[src/hdl/spz_pkg.sv]
`timescale 1ns / 1ps
package spz_pkg;

	localparam int unsigned SpzN    = 256;
	localparam logic [7:0]  HalfN   = 8'(SpzN / 2);
	localparam logic [3:0]  NibMask = 4'hf;

	// command codes carried in tuser
	typedef enum logic [1:0] {
		REQ_INIT = 2'd0,
		REQ_ABS  = 2'd1,
		REQ_STOP = 2'd2,
		REQ_SQZ  = 2'd3
	} req_e_t;

	// combine modes; the remaining codes give raw keystream
	localparam logic [1:0] MODE_ADD = 2'd0;
	localparam logic [1:0] MODE_SUB = 2'd1;

	// configuration register indexes
	localparam logic REG_MODE = 1'b0;

	typedef enum logic [4:0] {
		ST_CLR,
		ST_IDLE,
		ST_DISP,
		ST_UP_A,
		ST_UP_B,
		ST_UP_C,
		ST_UP_D,
		ST_UP_E,
		ST_CR_A,
		ST_CR_B,
		ST_CR_C,
		ST_CR_D,
		ST_OU_A,
		ST_OU_B,
		ST_OU_C,
		ST_OU_D,
		ST_RES,
		ST_AB_A,
		ST_AB_B,
		ST_AB_C,
		ST_AB_D
	} state_t;

	typedef struct packed {
		req_e_t     req;
		logic [7:0] data;
	} cmd_t;

	typedef struct packed {
		logic [7:0] addr;
		logic       we;
		logic [7:0] wdata;
	} ram_req_t;

endpackage

[src/hdl/spz_ram.sv]
`timescale 1ns / 1ps
module spz_ram #(
	parameter int WIDTH = 8,
	parameter int DEPTH = 256
) (
	input  logic                     clk,
	input  logic [$clog2(DEPTH)-1:0] addr,
	input  logic                     we,
	input  logic [WIDTH-1:0]         wdata,
	output logic [WIDTH-1:0]         rdata
);

	logic [WIDTH-1:0] mem [DEPTH];

	// single port, registered read
	always_ff @(posedge clk) begin
		if (we) begin
			mem[addr] <= wdata;
		end
		rdata <= mem[addr];
	end

endmodule

[src/hdl/spz_core.sv]
`timescale 1ns / 1ps
module spz_core (
	input  logic              clk,
	input  logic              arst_n,
	input  logic              cmd_valid,
	output logic              cmd_ready,
	input  spz_pkg::cmd_t     cmd,
	input  logic [1:0]        mode,
	output logic              res_valid,
	input  logic              res_ready,
	output logic [7:0]        res_data,
	output spz_pkg::ram_req_t ram_req,
	input  logic [7:0]        ram_rdata
);
	import spz_pkg::*;

	state_t     state_q, state_d;
	cmd_t       cmd_q;
	logic [7:0] i_q, j_q, k_q, w_q, z_q, cnt_q;
	logic [7:0] si_q;
	logic [8:0] n_q;
	logic [2:0] phase_q;
	logic       shuf_q, nib_hi_q;
	logic [7:0] pos;
	logic [7:0] i_new, k_new, mirror;
	logic       whip_end, crush_end;

	assign pos       = HalfN + {4'd0, (nib_hi_q ? cmd_q.data[7:4] : cmd_q.data[3:0]) & NibMask};
	assign i_new     = i_q + w_q;
	assign k_new     = i_q + k_q + ram_rdata;
	assign mirror    = ~n_q[7:0];
	assign whip_end  = (n_q == 9'd511);
	assign crush_end = (n_q[6:0] == 7'd127);

	assign cmd_ready = (state_q == ST_IDLE);
	assign res_valid = (state_q == ST_RES);

	// keystream combine
	always_comb begin
		case (mode)
			MODE_ADD: res_data = cmd_q.data + z_q;
			MODE_SUB: res_data = cmd_q.data - z_q;
			default:  res_data = z_q;
		endcase
	end

	// state register
	always_ff @(posedge clk or negedge arst_n) begin
		if (!arst_n) begin
			state_q <= ST_CLR;
		end else begin
			state_q <= state_d;
		end
	end

	// next state and memory access
	always_comb begin
		state_d       = state_q;
		ram_req.addr  = '0;
		ram_req.we    = 1'b0;
		ram_req.wdata = '0;
		case (state_q)
			ST_CLR: begin
				ram_req.addr  = n_q[7:0];
				ram_req.we    = 1'b1;
				ram_req.wdata = n_q[7:0];
				if (n_q[7:0] == 8'd255) state_d = ST_IDLE;
			end
			ST_IDLE: begin
				if (cmd_valid) state_d = ST_DISP;
			end
			ST_DISP: begin
				case (cmd_q.req)
					REQ_INIT: state_d = ST_CLR;
					REQ_ABS:  state_d = (cnt_q == HalfN) ? ST_UP_A : ST_AB_A;
					REQ_STOP: state_d = (cnt_q == HalfN) ? ST_UP_A : ST_IDLE;
					default:  state_d = ST_UP_A;
				endcase
			end
			ST_UP_A: begin
				ram_req.addr = i_new;
				state_d      = ST_UP_B;
			end
			ST_UP_B: begin
				ram_req.addr = j_q + ram_rdata;
				state_d      = ST_UP_C;
			end
			ST_UP_C: begin
				ram_req.addr = k_q + ram_rdata;
				state_d      = ST_UP_D;
			end
			ST_UP_D: begin
				ram_req.addr  = i_q;
				ram_req.we    = 1'b1;
				ram_req.wdata = ram_rdata;
				state_d       = ST_UP_E;
			end
			ST_UP_E: begin
				ram_req.addr  = j_q;
				ram_req.we    = 1'b1;
				ram_req.wdata = si_q;
				if (!shuf_q) begin
					state_d = ST_OU_A;
				end else if (!whip_end) begin
					state_d = ST_UP_A;
				end else if (phase_q == 3'd4) begin
					state_d = ST_DISP;
				end else begin
					state_d = ST_CR_A;
				end
			end
			ST_CR_A: begin
				ram_req.addr = n_q[7:0];
				state_d      = ST_CR_B;
			end
			ST_CR_B: begin
				ram_req.addr = mirror;
				state_d      = ST_CR_C;
			end
			ST_CR_C: begin
				if (si_q > ram_rdata) begin
					ram_req.addr  = n_q[7:0];
					ram_req.we    = 1'b1;
					ram_req.wdata = ram_rdata;
					state_d       = ST_CR_D;
				end else begin
					state_d = crush_end ? ST_UP_A : ST_CR_A;
				end
			end
			ST_CR_D: begin
				ram_req.addr  = mirror;
				ram_req.we    = 1'b1;
				ram_req.wdata = si_q;
				state_d       = crush_end ? ST_UP_A : ST_CR_A;
			end
			ST_OU_A: begin
				ram_req.addr = z_q + k_q;
				state_d      = ST_OU_B;
			end
			ST_OU_B: begin
				ram_req.addr = i_q + ram_rdata;
				state_d      = ST_OU_C;
			end
			ST_OU_C: begin
				ram_req.addr = j_q + ram_rdata;
				state_d      = ST_OU_D;
			end
			ST_OU_D: begin
				state_d = ST_RES;
			end
			ST_RES: begin
				if (res_ready) state_d = ST_IDLE;
			end
			ST_AB_A: begin
				ram_req.addr = cnt_q;
				state_d      = ST_AB_B;
			end
			ST_AB_B: begin
				ram_req.addr = pos;
				state_d      = ST_AB_C;
			end
			ST_AB_C: begin
				ram_req.addr  = cnt_q;
				ram_req.we    = 1'b1;
				ram_req.wdata = ram_rdata;
				state_d       = ST_AB_D;
			end
			ST_AB_D: begin
				ram_req.addr  = pos;
				ram_req.we    = 1'b1;
				ram_req.wdata = si_q;
				state_d       = nib_hi_q ? ST_IDLE : ST_DISP;
			end
			default: state_d = ST_IDLE;
		endcase
	end

	// sponge registers and loop counters
	always_ff @(posedge clk or negedge arst_n) begin
		if (!arst_n) begin
			i_q      <= '0;
			j_q      <= '0;
			k_q      <= '0;
			w_q      <= 8'd1;
			z_q      <= '0;
			cnt_q    <= '0;
			si_q     <= '0;
			n_q      <= '0;
			phase_q  <= '0;
			shuf_q   <= 1'b0;
			nib_hi_q <= 1'b0;
		end else begin
			case (state_q)
				ST_CLR: n_q <= n_q + 9'd1;
				ST_IDLE: begin
					nib_hi_q <= 1'b0;
					n_q      <= '0;
				end
				ST_DISP: begin
					case (cmd_q.req)
						REQ_INIT: begin
							i_q   <= '0;
							j_q   <= '0;
							k_q   <= '0;
							w_q   <= 8'd1;
							z_q   <= '0;
							cnt_q <= '0;
						end
						REQ_ABS, REQ_STOP: begin
							if (cnt_q == HalfN) begin
								shuf_q  <= 1'b1;
								phase_q <= '0;
							end else if (cmd_q.req == REQ_STOP) begin
								cnt_q <= cnt_q + 8'd1;
							end
						end
						default: begin
							if (cnt_q != 8'd0) begin
								shuf_q  <= 1'b1;
								phase_q <= '0;
							end
						end
					endcase
					n_q <= '0;
				end
				ST_UP_A: i_q <= i_new;
				ST_UP_B: si_q <= ram_rdata;
				ST_UP_C: j_q <= k_q + ram_rdata;
				ST_UP_D: k_q <= k_new;
				ST_UP_E: begin
					if (shuf_q) begin
						n_q <= whip_end ? 9'd0 : n_q + 9'd1;
						if (whip_end) begin
							w_q <= w_q + 8'd2;
							if (phase_q == 3'd4) begin
								shuf_q <= 1'b0;
								cnt_q  <= '0;
							end else begin
								phase_q <= phase_q + 3'd1;
							end
						end
					end
				end
				ST_CR_B: si_q <= ram_rdata;
				ST_CR_C, ST_CR_D: begin
					if (state_d != ST_CR_D) begin
						n_q <= crush_end ? 9'd0 : n_q + 9'd1;
						if (crush_end) phase_q <= phase_q + 3'd1;
					end
				end
				ST_OU_D: z_q <= ram_rdata;
				ST_AB_B: si_q <= ram_rdata;
				ST_AB_D: begin
					cnt_q    <= cnt_q + 8'd1;
					nib_hi_q <= 1'b1;
				end
				default: ;
			endcase
		end
	end

	// latch the command on transfer
	always_ff @(posedge clk) begin
		if (cmd_valid && cmd_ready) begin
			cmd_q <= cmd;
		end
	end

`ifndef ASSERT_OFF
	a_leave_idle: assert property (@(posedge clk) disable iff (!arst_n)
		cmd_valid && cmd_ready |=> state_q == ST_DISP)
		else $error("accepted command not dispatched");
	a_cnt_range: assert property (@(posedge clk) disable iff (!arst_n)
		cnt_q <= HalfN)
		else $error("absorb count beyond half");
	a_phase_range: assert property (@(posedge clk) disable iff (!arst_n)
		shuf_q |-> phase_q <= 3'd4)
		else $error("shuffle phase out of range");
	a_no_write_while_idle: assert property (@(posedge clk) disable iff (!arst_n)
		state_q == ST_IDLE || state_q == ST_RES |-> !ram_req.we)
		else $error("permutation written while idle");
	a_res_hold: assert property (@(posedge clk) disable iff (!arst_n)
		res_valid && !res_ready |=> res_valid && $stable(z_q))
		else $error("pending result lost");
`endif

endmodule

[src/hdl/spritz_sponge_cipher_top.sv]
`timescale 1ns / 1ps
// Spritz sponge engine.
// Commands arrive on the s_ stream: tuser carries the command code (init,
// absorb byte, absorb stop, squeeze) and tdata the byte. Only a squeeze gives
// a result, one byte on the m_ stream. An APB port holds combine_mode at
// address 0: add keystream, subtract keystream, or raw keystream.
// The permutation lives in one 256x8 single-port RAM; every step reads,
// modifies and writes it one access per cycle. A drip is an update plus an
// output; a full shuffle, three whips of 512 updates and two crushes, is
// taken when due. Init and reset rewrite the identity permutation, and
// s_tready is low meanwhile; configuration writes are taken at any time.
// A result waits in an output register; the next command is taken while it
// waits, and only a further squeeze stalls until the receiver takes it.
module spritz_sponge_cipher_top (
	input  logic        clk,
	input  logic        arst_n,
	input  logic        s_tvalid,
	output logic        s_tready,
	input  logic [7:0]  s_tdata,   // [7:0] data_in
	input  logic [1:0]  s_tuser,   // [1:0] req_type
	output logic        m_tvalid,
	input  logic        m_tready,
	output logic [7:0]  m_tdata,   // [7:0] data_out
	input  logic        psel,
	input  logic        penable,
	input  logic        pwrite,
	input  logic [2:0]  paddr,
	input  logic [31:0] pwdata,
	output logic [31:0] prdata,
	output logic        pready
);
	import spz_pkg::*;

	logic       [1:0] mode_q;
	cmd_t             cmd;
	ram_req_t         ram_req;
	logic       [7:0] ram_rdata;
	logic             res_valid, res_ready;
	logic       [7:0] res_data;
	logic             m_tvalid_q;
	logic       [7:0] m_tdata_q;

	// configuration register
	assign pready = 1'b1;
	assign prdata = (paddr[2] == REG_MODE) ? {30'd0, mode_q} : 32'd0;

	always_ff @(posedge clk or negedge arst_n) begin
		if (!arst_n) begin
			mode_q <= MODE_ADD;
		end else if (psel && penable && pwrite && pready && paddr[2] == REG_MODE) begin
			mode_q <= pwdata[1:0];
		end
	end

	assign cmd.req  = req_e_t'(s_tuser);
	assign cmd.data = s_tdata;

	spz_core u_core (
		.clk       (clk),
		.arst_n    (arst_n),
		.cmd_valid (s_tvalid),
		.cmd_ready (s_tready),
		.cmd       (cmd),
		.mode      (mode_q),
		.res_valid (res_valid),
		.res_ready (res_ready),
		.res_data  (res_data),
		.ram_req   (ram_req),
		.ram_rdata (ram_rdata)
	);

	spz_ram #(
		.WIDTH (8),
		.DEPTH (256)
	) u_perm (
		.clk   (clk),
		.addr  (ram_req.addr),
		.we    (ram_req.we),
		.wdata (ram_req.wdata),
		.rdata (ram_rdata)
	);

	// output register
	assign res_ready = !m_tvalid_q || m_tready;

	always_ff @(posedge clk or negedge arst_n) begin
		if (!arst_n) begin
			m_tvalid_q <= 1'b0;
		end else if (res_ready) begin
			m_tvalid_q <= res_valid;
		end
	end

	always_ff @(posedge clk) begin
		if (res_ready && res_valid) begin
			m_tdata_q <= res_data;
		end
	end

	assign m_tvalid = m_tvalid_q;
	assign m_tdata  = m_tdata_q;

endmodule
[config.mk]
export PLATFORM = sky130hd
export DESIGN_NAME = spritz_sponge_cipher_top
export DESIGN_NICKNAME = d
export VERILOG_FILES = /design/src/hdl/spz_pkg.sv /design/src/hdl/spz_ram.sv /design/src/hdl/spz_core.sv /design/src/hdl/spritz_sponge_cipher_top.sv
export SDC_FILE = /design/constraint.sdc
export NUM_CORES = 2
export LEC_CHECK = 0
export BUFFER_PORTS_ARGS = -buffer_cell sky130_fd_sc_hd__buf_2
export CORE_MARGIN = 3
export CORE_UTILIZATION = 40
export DETAILED_ROUTE_END_ITERATION = 16
export GPL_TIMING_DRIVEN = 0
export HOLD_SLACK_MARGIN = 0.1
export PLACE_DENSITY_LB_ADDON = 0.25
export SLEW_MARGIN = 30
export SYNTH_ARGS = -nofsm -noshare
export SYNTH_HDL_FRONTEND = slang
export SYNTH_HIERARCHICAL = 1
export SYNTH_SLANG_ARGS = --single-unit
[constraint.sdc]
create_clock -name clk -period 14.6 [get_ports clk]
set_input_delay 2.92 -clock clk [delete_from_list [all_inputs] [get_ports clk]]
set_output_delay 2.92 -clock clk [all_outputs]
set_load 0.02 [all_outputs]
==> summary by stage <==
Finish
From synthesis to final layout, the design area changed by 16.5%. The final standard cell area without fillers is 101000 um2. After the last flow step, the layout net total stands at 4953. Cells with a size suffix above 1 make up 24.2% of the layout.

Placement
Summing all placed instances gives a cell area of 93600 um2. At the end of routability-driven placement, the weighted congestion stood at 0.942. At the placement stage, the worst setup path has a slack of 7.07 ns. Detailed placement ended at an HPWL of 172000 um.

The number of buffers added on ports is 31.

Clocking
The number of CTS-inserted buffers is 217. CTS placed an instance of clkbuf_16 at the clock tree root. In this run the post-CTS setup repair buffer count came out at 0. The number of gates resized after cts is 0. The number of buffers added to fix hold violations after cts is 0. After clock tree synthesis, the clock-pin slew on the worst setup and hold paths is 0.06 ns. The H-tree was split into 4 levels. The CTS tree is built. Clock latency on the worst-skew pair, taken at its later pin, is 0.87 ns. The number of sinks handled by clock tree synthesis is 2152. The clock passes through at most 3 buffers.

Floorplanning
In this run the vertical extent of the chip is 471 um. In this run the core area contains 170 standard-cell rows. For this configuration, the core starts out at a cell density of 40.3%. The number of ports placed on the die boundary is 95.

The floorplan die area is 222000 um2. The core region is 215000 um2. The floorplan step set the die width to 471 um.

Flow run
The number of maximum-capacitance violations is 0.

Synth
The Yosys step of the flow raised 6 warnings. The fraction of registers with async set/reset is 3.62%. The synthesized cell area is 86500 um2. The average instance area after synthesis is 19.5 um2. The number of synthesized register bits is 2152. Synthesis instantiated 86 different standard cells from the library. The post-synthesis instance total is 4429. The primary flip-flop cell chosen by synthesis mapping is edfxtp_1. The portion of the post-synthesis area used by sequential elements is 74.2%. The synthesized design contains 2066 enable-type register cells.

Routing
In this run, the number of DRC markers left after iteration 0 of detailed routing was 5696. The routed layout has 46365 vias. The number of antenna-violating nets in the routed design is 0. The total wire length is 243000 um. The ratio of routed vias to standard cells is 5.91. The iteration count of the initial detailed-routing pass is 5. In the final routed layout, each cell accounts on average for 31.0 um.

In the routed design, unresolved DRC markers number 0.

STA
The number of endpoints with negative hold slack in the final report is 0. At the pin with the least slew margin, the transition time is 1.06 ns. The routed design could run at a clock period as short as 7.80 ns. Setup repair after global routing left no endpoint under its margin. The number of max-slew violations in the final report came to 0. Setup violations remaining at the end of the flow were counted as 0. The worst max-slew margin expressed relative to the limit is 28.2%. For this run, the top clock speed supported by timing is 128 MHz.

The final period utilization is 53.4%. The final setup skew is 0.0399 ns. In the final timing run, aggregate negative setup slack is 0 ns.

The final worst slack is 6.80 ns.

GRT
Across every metal layer, demand over resource in global routing totals 21.7%. Entering global routing, the biggest net connects 51 pins. The via count of the first global-routing pass is 45576. The initial antenna violation count was 5.

After global routing the overflow that remains totals 0. The first global-routing pass estimated 343000 um of wire.

Setup path
The capturing element type of the critical path is a flip-flop. The data required time at the worst endpoint is 15.13 ns. The setup path with the least slack is of type flip-flop to flip-flop. In this run the worst path has a maximum fanout of 12. The arrival time at the worst endpoint is 8.33 ns. The startpoint class of the critical path is a flip-flop.

Outcome
The run finished with clean final reports.

Hold path
The class of the tightest hold or removal check is flip-flop to flip-flop.
-- cell type report --
type	count	area, um2
Tap cell	2838	3550
Multi-Input combinational cell	1973	21100
Inverter	37	139
Buffer	296	1530
Timing Repair Buffer	149	3140
Fill cell	17830	114000
Antenna cell	8	20.0
Clock inverter	149	1500
Clock buffer	248	5590
Sequential cell	2152	64200
-- routing by layer --
metal / GRT usage [%] / share of wire, % / vias up
met5: 0 / 0.0037 / -
met4: 7.58 / 3.8 / 2
met3: 4.72 / 8.7 / 406
met2: 33.7 / 47 / 2177
met1: 30.4 / 41 / 24653
li1: - / - / 19127
-- flip-flops by register name, indices dropped and copies added (netlist names), 3 cells and up --
signal and count:
m_tdata 8, u_core/w_q 8, u_core/cmd_q 10, u_core/si_q 8, u_core/state_q 5, u_core/cnt_q 8
u_core/k_q 8, u_core/i_q 8, u_core/j_q 8, u_core/z_q 8, u_perm/mem 2048, u_core/phase_q 3
u_core/n_q 9, u_perm/rdata 8
-- kinds of logic after synthesis --
logic type	count (synthesis)	synth area share, %
AOI/OAI and AO/OA	678	5.37
xor gates and xnor gates	44	0.446
adders and majority gates	75	1.20
buffers and inverters	333	1.88
DFF	2152	74.2
muxes	543	13.7
other	2	0.00868
and+or+nand+nor	602	3.20
-- critical path, cell delays in order (launching register included) --
cell       delay, ns
dfrtp_1         0.41
buf_4           0.19
or3b_1          0.37
nand2b_1        0.16
buf_2           0.20
mux2_2          0.30
ha_1            0.22
inv_1           0.08
fa_1            0.40
o2111ai_1       0.51
buf_2           0.38
buf_2           0.67
buf_2           0.50
buf_1           0.55
mux4_2          0.42
a22oi_1         0.33
a21oi_1         0.27
o41ai_1         0.93
nand4_1         0.56
-- final timing paths --
kind	start	endpoint	slack, ns	cells after the start
min in group asynchronous	arst_n	u_core/n_q[4]	1.95	1
max in group asynchronous	arst_n	u_core/w_q[0]	12.04	2
max reg2reg	u_core/state_q[0]	u_perm/rdata[2]	6.80	18
min	u_core/j_q[4]	u_core/j_q[4]	0.52	1
min reg2reg	u_core/j_q[4]	u_core/j_q[4]	0.52	1
max	u_core/state_q[0]	u_perm/rdata[2]	6.80	18
-- layout by cell type (no fill, tap or decap), drive strengths merged, types with 77 or more instances in the layout --
master  synthesis  final
a21oi         177    177
a22oi         273    273
buf           134    283
clkbuf        162    410
clkinv          1    106
dfrtp          77     77
edfxtp       2066   2066
mux4          512    512
nand2         103    103
nor2          285    285
-- synth_stat cells (all sizes together), types with 20 or more instances --
cell    count  share of area, %
a22oi     273               2.4
clkbuf    162              0.70
nor2b      26              0.20
buf       134               1.0
edfxtp   2066                72
a21oi     177               1.0
nand2b     20              0.14
nand3      50              0.29
inv        36              0.16
dfrtp      77               2.2
mux4      512                13
o21ai      69              0.40
ha         62              0.90
nor2      285               1.2
a21o       21              0.18
o41ai      33              0.33
mux2       20              0.27
nor3       46              0.30
nand2     103              0.45
xnor2      25              0.25
-- metrics by stage --
stage	hold slack [ns]	cells	util [%]
CTS	0.513	7842	46.9
finish	0.520	7850	46.9
global placement	0.486	7327	42.0
global route	0.531	7842	46.9
floorplan	0.463	4458	-
detailed placement	0.497	7445	43.6
Power is left out: the tool's default activity adds up to more than one toggle a clock period on the data nets, which glitch-free logic cannot reach.
